[src/rtl/mqf_pkg.sv]
// Shared constants for the move-to-back list block.
// No dependencies; compiled first.
`default_nettype none

package mqf_pkg;

	// Width of a stored or returned value, of a position and of the size_in_use write
	localparam int VALUE_W         = 9;
	// Default depth of the entry store
	localparam int MAX_ENTRIES_DEF = 256;
	// Size register value after reset, before saturation to the store depth
	localparam int SIZE_RESET      = 256;

endpackage : mqf_pkg

`default_nettype wire

[src/rtl/mqf_if.sv]
// Valid/ready channel interfaces for the move-to-back list block.
// Depends on mqf_pkg for the payload widths.
`default_nettype none

// Fetch request: one 1-based position
interface mqf_req_if;
	logic                           valid;
	logic                           ready;
	logic [mqf_pkg::VALUE_W-1:0]    position;

	modport source (output valid, output position, input ready);
	modport sink   (input valid, input position, output ready);
endinterface : mqf_req_if

// Fetch response: value taken and error flag
interface mqf_rsp_if;
	logic                           valid;
	logic                           ready;
	logic [mqf_pkg::VALUE_W-1:0]    fetched_value;
	logic                           bad_position;

	modport source (output valid, output fetched_value, output bad_position, input ready);
	modport sink   (input valid, input fetched_value, input bad_position, output ready);
endinterface : mqf_rsp_if

// Size register write channel
interface mqf_cfg_if;
	logic                           valid;
	logic                           ready;
	logic [mqf_pkg::VALUE_W-1:0]    size_in_use;

	modport source (output valid, output size_in_use, input ready);
	modport sink   (input valid, input size_in_use, output ready);
endinterface : mqf_cfg_if

`default_nettype wire

[src/rtl/mru_queue_fetch_move_to_back.sv]
// Move-to-back list: top level with entry store and shift sequencer.
// Depends on mqf_pkg and the channel interfaces in mqf_if.sv.
//
// Usage:
//   req : one request carries a 1-based position k. The block returns the value held at k,
//         removes it, moves the later entries one place forward and puts it at the back.
//   rsp : one response per finished request, fetched_value, bad_position. A position of 0 or
//         above the list size gives value 0 with bad_position set and no change to the list.
//   cfg : a write of size_in_use (saturated to MAX_ENTRIES) reloads the list with 1..n.
// Shift sweep:
//   The entries sit in a single-port-write, single-port-read memory. One address step
//   per cycle moves the tail forward, reading entry i while writing entry i-2 from the
//   previous read. req.ready stays low from the acceptance of a request until its result
//   is loaded into the response register, so no new request is taken meanwhile.
// Reset and reload:
//   After reset, and after each size write, a fill pass writes 1..MAX_ENTRIES into the
//   store, one entry per cycle, with req.ready low. A size write drops a request in flight.
// Stall:
//   A response waits in its output register while rsp.ready is low; the next request is
//   accepted meanwhile and its result is held back until the register is free.
`default_nettype none

module mru_queue_fetch_move_to_back #(
	parameter int MAX_ENTRIES = mqf_pkg::MAX_ENTRIES_DEF
) (
	input  wire            clk,
	input  wire            arst_n,
	mqf_req_if.sink        req,
	mqf_rsp_if.source      rsp,
	mqf_cfg_if.sink        cfg
);

	import mqf_pkg::*;

	localparam int AW   = (MAX_ENTRIES > 1) ? $clog2(MAX_ENTRIES) : 1;
	localparam int SW   = $clog2(MAX_ENTRIES + 1);
	localparam int PW   = $clog2(MAX_ENTRIES + 2);
	localparam int CMPW = (PW > VALUE_W) ? PW : VALUE_W;
	localparam int CLW  = ((AW + 1) > VALUE_W) ? (AW + 1) : VALUE_W;
	localparam int SIZE_INIT = (SIZE_RESET > MAX_ENTRIES) ? MAX_ENTRIES : SIZE_RESET;

	// Sequencer states
	localparam logic [1:0] ST_FILL  = 2'd0;
	localparam logic [1:0] ST_IDLE  = 2'd1;
	localparam logic [1:0] ST_SHIFT = 2'd2;
	localparam logic [1:0] ST_OUT   = 2'd3;

	logic [1:0]          state_q;
	logic [AW-1:0]       fill_q;
	logic [SW-1:0]       size_q;
	logic [PW-1:0]       ptr_q;
	logic                pend_q;
	logic                first_q;
	logic [VALUE_W-1:0]  picked_q;
	logic [VALUE_W-1:0]  res_value_q;
	logic                res_bad_q;
	logic                rsp_valid_q;
	logic [VALUE_W-1:0]  rsp_value_q;
	logic                rsp_bad_q;

	logic [VALUE_W-1:0]  mem [MAX_ENTRIES];
	logic [VALUE_W-1:0]  rd_data_q;

	logic                mem_we;
	logic [AW-1:0]       mem_wa;
	logic [VALUE_W-1:0]  mem_wd;
	logic [AW-1:0]       rd_addr;

	logic                req_fire;
	logic                cfg_fire;
	logic                pos_bad;
	logic [CMPW-1:0]     pos_ext;
	logic [CMPW-1:0]     size_ext;
	logic [CMPW-1:0]     cfg_ext;
	logic [PW-1:0]       size_p;
	logic                rd_go;
	logic                shift_done;
	logic [PW-1:0]       ptr_m2;
	logic [SW-1:0]       size_m1;
	logic [CLW-1:0]      fill_val;
	logic                out_free;

	// Handshakes
	assign cfg.ready = 1'b1;
	assign cfg_fire  = cfg.valid;
	assign req.ready = (state_q == ST_IDLE) && !cfg.valid;
	assign req_fire  = req.valid && req.ready;

	// Range check of the requested position
	assign pos_ext  = CMPW'(req.position);
	assign size_ext = CMPW'(size_q);
	assign cfg_ext  = CMPW'(cfg.size_in_use);
	assign pos_bad  = (pos_ext == '0) || (pos_ext > size_ext);

	// Sweep control: read ptr while below n, retire the previous read
	assign size_p     = PW'(size_q);
	assign rd_go      = ptr_q < size_p;
	assign shift_done = !rd_go && !pend_q;
	assign ptr_m2     = ptr_q - PW'(2);
	assign size_m1    = size_q - SW'(1);
	assign fill_val   = CLW'(fill_q) + CLW'(1);
	assign rd_addr    = ptr_q[AW-1:0];

	// Memory write selection
	always_comb begin
		mem_we = 1'b0;
		mem_wa = fill_q;
		mem_wd = fill_val[VALUE_W-1:0];
		case (state_q)
			ST_FILL: begin
				mem_we = 1'b1;
			end
			ST_SHIFT: begin
				if (pend_q && !first_q) begin
					mem_we = 1'b1;
					mem_wa = ptr_m2[AW-1:0];
					mem_wd = rd_data_q;
				end else if (shift_done) begin
					mem_we = 1'b1;
					mem_wa = AW'(size_m1);
					mem_wd = picked_q;
				end
			end
			default: begin
				mem_we = 1'b0;
			end
		endcase
	end

	// Entry store
	always_ff @(posedge clk) begin
		if (mem_we) begin
			mem[mem_wa] <= mem_wd;
		end
		rd_data_q <= mem[rd_addr];
	end

	// Sequencer
	always_ff @(posedge clk or negedge arst_n) begin
		if (!arst_n) begin
			state_q <= ST_FILL;
			fill_q  <= '0;
			size_q  <= SW'(SIZE_INIT);
			ptr_q   <= '0;
			pend_q  <= 1'b0;
			first_q <= 1'b0;
		end else if (cfg_fire) begin
			state_q <= ST_FILL;
			fill_q  <= '0;
			pend_q  <= 1'b0;
			if (cfg_ext > CMPW'(MAX_ENTRIES)) begin
				size_q <= SW'(MAX_ENTRIES);
			end else begin
				size_q <= SW'(cfg.size_in_use);
			end
		end else begin
			case (state_q)
				ST_FILL: begin
					fill_q <= fill_q + AW'(1);
					if (fill_q == AW'(MAX_ENTRIES - 1)) begin
						state_q <= ST_IDLE;
					end
				end
				ST_IDLE: begin
					if (req_fire) begin
						if (pos_bad) begin
							state_q <= ST_OUT;
						end else begin
							state_q <= ST_SHIFT;
							ptr_q   <= PW'(req.position - VALUE_W'(1));
							pend_q  <= 1'b0;
							first_q <= 1'b1;
						end
					end
				end
				ST_SHIFT: begin
					if (shift_done) begin
						state_q <= ST_OUT;
					end else begin
						ptr_q  <= ptr_q + PW'(1);
						pend_q <= rd_go;
						if (pend_q) begin
							first_q <= 1'b0;
						end
					end
				end
				ST_OUT: begin
					if (out_free) begin
						state_q <= ST_IDLE;
					end
				end
				default: begin
					state_q <= ST_IDLE;
				end
			endcase
		end
	end

	// Picked value and pending result
	always_ff @(posedge clk) begin
		if (state_q == ST_SHIFT && pend_q && first_q) begin
			picked_q <= rd_data_q;
		end
		if (req_fire && pos_bad) begin
			res_value_q <= '0;
			res_bad_q   <= 1'b1;
		end else if (state_q == ST_SHIFT && shift_done) begin
			res_value_q <= picked_q;
			res_bad_q   <= 1'b0;
		end
	end

	// Response register
	assign out_free = !rsp_valid_q || rsp.ready;

	always_ff @(posedge clk or negedge arst_n) begin
		if (!arst_n) begin
			rsp_valid_q <= 1'b0;
		end else if (state_q == ST_OUT && out_free && !cfg_fire) begin
			rsp_valid_q <= 1'b1;
		end else if (rsp.ready) begin
			rsp_valid_q <= 1'b0;
		end
	end

	always_ff @(posedge clk) begin
		if (state_q == ST_OUT && out_free && !cfg_fire) begin
			rsp_value_q <= res_value_q;
			rsp_bad_q   <= res_bad_q;
		end
	end

	assign rsp.valid         = rsp_valid_q;
	assign rsp.fetched_value = rsp_value_q;
	assign rsp.bad_position  = rsp_bad_q;

	// Checks
	a_bad_skips_shift: assert property (@(posedge clk) disable iff (!arst_n)
		req_fire && pos_bad |=> state_q == ST_OUT && res_bad_q)
		else $error("bad position did not go straight to the response");

	a_bad_value_zero: assert property (@(posedge clk) disable iff (!arst_n)
		rsp_valid_q && rsp_bad_q |-> rsp_value_q == '0)
		else $error("bad response carries a non-zero value");

	a_size_bound: assert property (@(posedge clk) disable iff (!arst_n)
		size_q <= SW'(MAX_ENTRIES))
		else $error("size register above store depth");

	a_ptr_bound: assert property (@(posedge clk) disable iff (!arst_n)
		state_q == ST_SHIFT |-> ptr_q <= size_p + PW'(1))
		else $error("sweep pointer ran past the list end");

endmodule : mru_queue_fetch_move_to_back

`default_nettype wire
[src/flat_wrapper.sv]
// flat-port wrapper written by rule: the top's interface ports become plain ports
module mru_queue_fetch_move_to_back_flat import mqf_pkg::*;
#(
	parameter int MAX_ENTRIES = mqf_pkg::MAX_ENTRIES_DEF
)
  (clk, arst_n, req_valid, req_position, req_ready, rsp_valid, rsp_fetched_value, rsp_bad_position, rsp_ready, cfg_valid, cfg_size_in_use, cfg_ready);
  mqf_req_if req_i ();
  mqf_rsp_if rsp_i ();
  mqf_cfg_if cfg_i ();
  input  wire clk;
  input  wire arst_n;
  input wire logic [$bits(req_i.valid)-1:0] req_valid;
  input wire logic [$bits(req_i.position)-1:0] req_position;
  output wire logic [$bits(req_i.ready)-1:0] req_ready;
  output wire logic [$bits(rsp_i.valid)-1:0] rsp_valid;
  output wire logic [$bits(rsp_i.fetched_value)-1:0] rsp_fetched_value;
  output wire logic [$bits(rsp_i.bad_position)-1:0] rsp_bad_position;
  input wire logic [$bits(rsp_i.ready)-1:0] rsp_ready;
  input wire logic [$bits(cfg_i.valid)-1:0] cfg_valid;
  input wire logic [$bits(cfg_i.size_in_use)-1:0] cfg_size_in_use;
  output wire logic [$bits(cfg_i.ready)-1:0] cfg_ready;
  assign req_i.valid = req_valid;
  assign req_i.position = req_position;
  assign req_ready = req_i.ready;
  assign rsp_valid = rsp_i.valid;
  assign rsp_fetched_value = rsp_i.fetched_value;
  assign rsp_bad_position = rsp_i.bad_position;
  assign rsp_i.ready = rsp_ready;
  assign cfg_i.valid = cfg_valid;
  assign cfg_i.size_in_use = cfg_size_in_use;
  assign cfg_ready = cfg_i.ready;
  mru_queue_fetch_move_to_back #(.MAX_ENTRIES(MAX_ENTRIES)) u_core (.clk(clk), .arst_n(arst_n), .req(req_i), .rsp(rsp_i), .cfg(cfg_i));
endmodule
[config.mk]
export PLATFORM = sky130hd
export DESIGN_NAME = mru_queue_fetch_move_to_back_flat
export DESIGN_NICKNAME = d
export VERILOG_FILES = /design/src/rtl/mqf_pkg.sv /design/src/rtl/mqf_if.sv /design/src/rtl/mru_queue_fetch_move_to_back.sv /design/src/flat_wrapper.sv
export SDC_FILE = /design/constraint.sdc
export NUM_CORES = 2
export LEC_CHECK = 0
export BUFFER_PORTS_ARGS = -buffer_cell sky130_fd_sc_hd__buf_2
export CAP_MARGIN = 25
export CELL_PAD_IN_SITES_DETAIL_PLACEMENT = 1
export CELL_PAD_IN_SITES_GLOBAL_PLACEMENT = 1
export CORE_ASPECT_RATIO = 0.6
export CORE_MARGIN = 5
export CORE_UTILIZATION = 56
export DETAILED_ROUTE_END_ITERATION = 7
export PLACE_DENSITY_LB_ADDON = 0.1
export REMOVE_ABC_BUFFERS = 1
export SLEW_MARGIN = 30
export SYNTH_ARGS = -nofsm -noshare
export SYNTH_HDL_FRONTEND = slang
export SYNTH_SLANG_ARGS = --single-unit
[constraint.sdc]
create_clock -name clk -period 18.63 [get_ports clk]
set_clock_uncertainty 0.15 [all_clocks]
set_input_delay 3.726 -clock clk [delete_from_list [all_inputs] [get_ports clk]]
set_output_delay 3.726 -clock clk [all_outputs]
set_load 0.01 [all_outputs]
After elaboration in Yosys (flattened, before gate mapping)
Memory sizes are Yosys's and may differ from the RTL's. A register that Yosys moved wholly into a read port is not among the register bits.
Index checks and enable logic that the tools add are counted.

word-level totals
  register bits = 60
  RAM bits = 2,304
  input bits = 23
  output and inout port bits = 13
  logic and storage cells = 101
  memories kept = 1

memories
  memory      depth  bits a word  read ports  clocked after memory_dff  wr ports  RTL line                            text
  u_core.mem  256    9            1           1                         1         mru_queue_fetch_move_to_back.sv:61  logic [VALUE_W-1:0] mem [MAX_ENTRIES];

operators by class
  add/subtract/negate cells = 6
  order comparisons = 3
  eq/ne operators = 14
  multiplexer cells = 37
  bitwise gates (word level) = 1
  reductions and logical operators = 27

operator list
  cell                                                    count
  2-to-1 mux 9 bit                                        7
  2-to-1 mux 8 bit                                        5
  one-hot mux 9 bit (2 select lines)                      1
  2-to-1 mux 1 bit                                        15
  inequality test 3 x 2 -> 1 bit (second input constant)  4
  logical AND 1 bit                                       10
  2-to-1 mux 2 bit                                        5
  adder 8 x 1 -> 9 bit (second input constant)            1
  adder 9 x 1 -> 9 bit (second input constant)            1
  > comparator 9 bit                                      1
  > comparator 9 bit (second input constant)              1
  logical NOT 9 bit                                       1
  < comparator 9 bit                                      1
  subtractor 9 x 1 -> 9 bit (second input constant)       1
  adder 8 x 1 -> 8 bit (second input constant)            1
  == test 8 bit (second input constant)                   1
  one-hot mux 2 bit (4 select lines)                      1
  AND reduction 4 bit                                     2
  subtractor 8 x 1 -> 8 bit (second input constant)       1
  subtractor 8 x 2 -> 8 bit (second input constant)       1
  inequality test 3 bit (second input constant)           2
  one-hot mux 1 bit (2 select lines)                      3
  AND reduction 6 bit                                     1
  nonzero test 2 bit                                      3
  other kinds (10)                                        18

Logic depth before layout (Yosys ltp)
  depth in word-level cells = 8
  depth in mapped cells = 15
  gate-level depth less buffers = 10

Worst setup path after synthesis
Ideal clock, no wire load.

  path kind = reg2reg
  start = register u_core.size_q[8] (netlist: u_core.size_ext[8])
  end = memory u_core.mem[0][1] (data pin)
  setup time = 2,188 ps
  arrival time = 11,840 ps
  data required time = 16,292 ps
  slack = 4,452 ps
  cell stages (with the launch flop) = 10
  buffers on the path = 1
  clock period less this slack = 14,178 ps
  cell sequence = dfstp_2 > inv_1 > ha_1 > nand4_1 > or3_1 > a21boi_1 > buf_2 > nand2_1 > a22oi_1 > o21ai_0

on the way
  cells in the longest elaborated chain, start to end = 6

ends and longest elaborated chain
  what                        RTL line                             text
  start, declared             mru_queue_fetch_move_to_back.sv:50   logic [SW-1:0] size_q;
  start signal, assigned      mru_queue_fetch_move_to_back.sv:143  size_q <= SW'(SIZE_INIT);
  start signal, assigned      mru_queue_fetch_move_to_back.sv:152  size_q <= SW'(MAX_ENTRIES);
  start signal, assigned      mru_queue_fetch_move_to_back.sv:154  size_q <= SW'(cfg.size_in_use);
  < comparator 9 bit          mru_queue_fetch_move_to_back.sv:97   assign rd_go = ptr_q < size_p;
  logical NOT 1 bit           mru_queue_fetch_move_to_back.sv:98   assign shift_done = !rd_go && !pend_q;
  logical AND 1 bit           mru_queue_fetch_move_to_back.sv:98
  2-to-1 mux 9 bit            mru_queue_fetch_move_to_back.sv:118  end else if (shift_done) begin
  2-to-1 mux 9 bit            mru_queue_fetch_move_to_back.sv:114  if (pend_q && !first_q) begin
  2-to-1 mux 9 bit            mru_queue_fetch_move_to_back.sv:109  case (state_q)
  named net u_core.mem_wd[1]  mru_queue_fetch_move_to_back.sv:66   logic [VALUE_W-1:0] mem_wd;
  end, declared               mru_queue_fetch_move_to_back.sv:61

The timed path passes the listed nets, and every way through them passes these cells.

Worst setup path after layout
  start = input port cfg_valid
  end = output port req_ready

on the way
  cells in the longest elaborated chain, start to end = 2

ends and longest elaborated chain
  what               RTL line                            text
  start, declared    flat_wrapper.sv:19                  input wire logic [$bits(cfg_i.valid)-1:0] cfg_valid;
  logical NOT 1 bit  mru_queue_fetch_move_to_back.sv:86  assign req.ready = (state_q == ST_IDLE) && !cfg.valid;
  logical AND 1 bit  mru_queue_fetch_move_to_back.sv:86
  end, declared      flat_wrapper.sv:14                  output wire logic [$bits(req_i.ready)-1:0] req_ready;

No other way between the ends.

==> flow_summary.toml <==
[clock_tree]
clock_path_buffers = 4
ctsHoldBuffers = 0
root_buffer = "clkbuf_16"
cts_resized = 0
cts_buffers = 211
clk_pin_slew_ns = 0.07
clk_latency_ns = 0.86
clock-sinks = 2373
tritoncts = "built"
htree_levels = 4
post_cts_buffers = 0

[power_and_ir_drop]
combPwrFrac_pct = 30.6
p_sw_mw = 5.23
intPower_mw = 10.3
vdd_drop_max_mv = 0.149
leakage_nw = 31.9
clkPwrFrac_pct = 28.4
powerDensity_mw_per_mm2 = 151
power_frac_seq_pct = 41.0
netSwitchingFraction_pct = 33.7

[die]
ios = 36
dieArea_sq_mm = 0.175
start_util_pct = 56.5
fp.dieH_um = 326
num_rows = 115
core-area_sq_mm = 0.165
chipWidth_um = 536

[placed_design]
pre_cts_slack_ns = 10.30
dp.cells = 6672
routabilityCongestion = 0.851
dp_hpwl_um = 164000
portBuffers = 34

[worst_setup_path]
crit_type = "in -> out"
critPathMaxStageDelay_ns = 0.42
crit_chain = "buf_2, nor2b_1, buf_2"
cp-end-kind = "primary output"
reg2reg_depth = 11
critPathRequiredTime_ns = 14.75
cp.depth = 3
worst-path-buf-inv = 2
start_kind = "input port"
cpLargestDelayFamily = "buffers and inverters"
crit_arrival_ns = 4.45
slowest_stage = "buf_2"
cp_max_fo = 32
path_common_cell = "buf_2"

[timing]
setup_ws_ns = 10.31
grt_setup_unrepaired = "no"
period_minus_slack_ns = 8.32
maxSlewHeadroom_pct = 27.1
fin_tns_setup_ns = 0
hold_viol_final = 0
period_share_pct = 44.7
slew_viol_final = 0
finalSetupViolCount = 0
worstMarginPinSlew_ns = 1.09
fmax_mhz = 120

[global_route]
use_met2_pct = 42.8
grt.met3_usage_pct = 9.43
grt_most_used_layer = "met1"
use_met1_pct = 48.1
grt_pass1_wl_um = 381000
grt_pass1_vias = 48700
grt_overflow = 0
track_usage_pct = 30.9
grt_max_degree = 201
antenna_found_initial = 14

[min_path]
min_path_cells = 0
hp-class = "reg -> reg"

[yosys]
synthXorXnorAreaFrac_pct = 0.273
ys_seq_elements = 2373
ys_seq_area_share_pct = 76.2
synth_fa_ha_area_share_pct = 0.363
ys_async_sr_fraction_pct = 1.31
synthMuxAreaShare_pct = 14.8
synthSimpleGateAreaFrac_pct = 3.15
syn_inst = 4574
synth_top_family_by_area = "multiplexers"
yosys_warnings = 0
synth_edf_count = 2323
synth-compound-area-share_pct = 3.72
syn_area_sq_mm = 0.0931
synth_ff_type = "edfxtp_1"
synth.distinct_cells = 80
synth_area_per_cell_sq_um = 20.3

[route]
drt-total-wl_um = 269000
post_drt_via_cell_ratio = 6.91
drtPass1Iterations = 7
first_iter_violations = 7694
wl_per_cell_um = 38.2
ant_nets = 0
vias = 48700
drc_errors = 0

[cells_and_area]
stdcell_count = 7046
nets = 4717
area.growth.synth_to_final_pct = 10.7
drive_gt1_share_pct = 23.8

[run]
cap_violations = 0

[status]
outcome = "finished, final reports clean"
[kinds of logic (layout without fill, tap and decap cells)]
family                   count (synthesis)  in the layout
buffers and inverters                  314            562
AND/OR/NAND/NOR                        658            658
multiplexers                           677            677
flip-flops                            2373           2373
other                                    1              2
AO/OA/AOI/OAI                          495            495
XOR/XNOR                                29             29
adder cells (fa/ha/maj)                 27             27
[Yosys cell counts (all sizes together), types with 39 or more instances]
master,instances,area [sq um]
a211oi,39,293
a21oi,95,479
a22oi,99,748
buf,158,853
clkbuf,134,503
edfxtp,2323,69800
mux2i,115,1150
mux4,555,12500
nand2,160,601
nor2,296,1120
nor3,61,330
o21ai,54,270
o22ai,44,275
[per-layer routing]
layer | share of wire, % | wire length [um]
met1 | 42 | 112000
met4 | 2.8 | 7450
met3 | 12 | 33500
met5 | 0.017 | 45
met2 | 43 | 116000
[flip-flops by register name (all words and copies together), names as in the netlist, 2 cells and up]
name	count
u_core.fill_q	8
u_core.mem	2304
u_core.picked_q	9
u_core.ptr_q	9
u_core.rd_data_q	9
u_core.res_value_q	9
u_core.rsp.fetched_value	9
u_core.size_ext	9
u_core.state_q	2
[cell type report]
class,count,area [sq um]
timing repair buffer,172,1430
clock inverter,123,1260
antenna,1,2.50
clock buffer,245,5490
inverter,22,85.1
fill,13500,61600
sequential,2373,70900
tap,2223,2780
multi-input combinational,1887,21000
[final timing paths]
check / slack, ns / startpoint / end
min in group asynchronous: 2.80 / arst_n / u_core.ptr_q[1]
max in group asynchronous: 14.96 / arst_n / u_core.ptr_q[0]
setup reg to reg: 12.09 / u_core.ptr_q[1] / u_core.rd_data_q[4]
hold reg to reg: 0.28 / u_core.res_bad_q / u_core.rsp.bad_position
setup / recovery: 10.31 / cfg_valid / req_ready
hold / removal: 0.28 / u_core.res_bad_q / u_core.rsp.bad_position
[placed cells by master, fill, tap and decap left out, types with 35 or more instances in the layout]
cell type  synthesis  layout
a22o_1            35      35
nor2_1           294     226
mux2i_1          115     115
buf_4             22     116
clkinv_2           0      36
a22oi_1           98      96
nor3_1            56      54
edfxtp_1        2323    2323
o21ai_0           51      45
clkinv_1           1      51
clkbuf_16          0     215
o22ai_1           44      44
a21oi_1           94      93
a211oi_1          39      36
nand2_1          160     158
mux4_2           555     555
nor2_2             2      69
[power groups by stage]
stage	Sequential [mW]	Clock, mW	Combinational (mW)
2_1_floorplan	7.04	0	4.31
3_3_place_gp	6.48	0	4.54
3_5_place_dp	6.48	0	4.63
4_1_cts	6.37	4.45	4.65
5_1_grt	6.37	4.71	4.90
6_report	6.37	4.41	4.76
[per-stage QoR]
step | hold slack (ns) | total power [mW] | instance area, sq um | utilization [%]
after global routing | 0.293 | 16.0 | 103000 | 62.6
after CTS | 0.283 | 15.5 | 103000 | 62.4
after floorplan | 0.258 | 11.4 | 91700 | -
final | 0.280 | 15.5 | 103000 | 62.6
after global placement | 0.264 | 11.0 | 95900 | 58.2
after detailed placement | 0.269 | 11.1 | 96000 | 58.3
No activity file was read; power rests on OpenSTA's default activity.
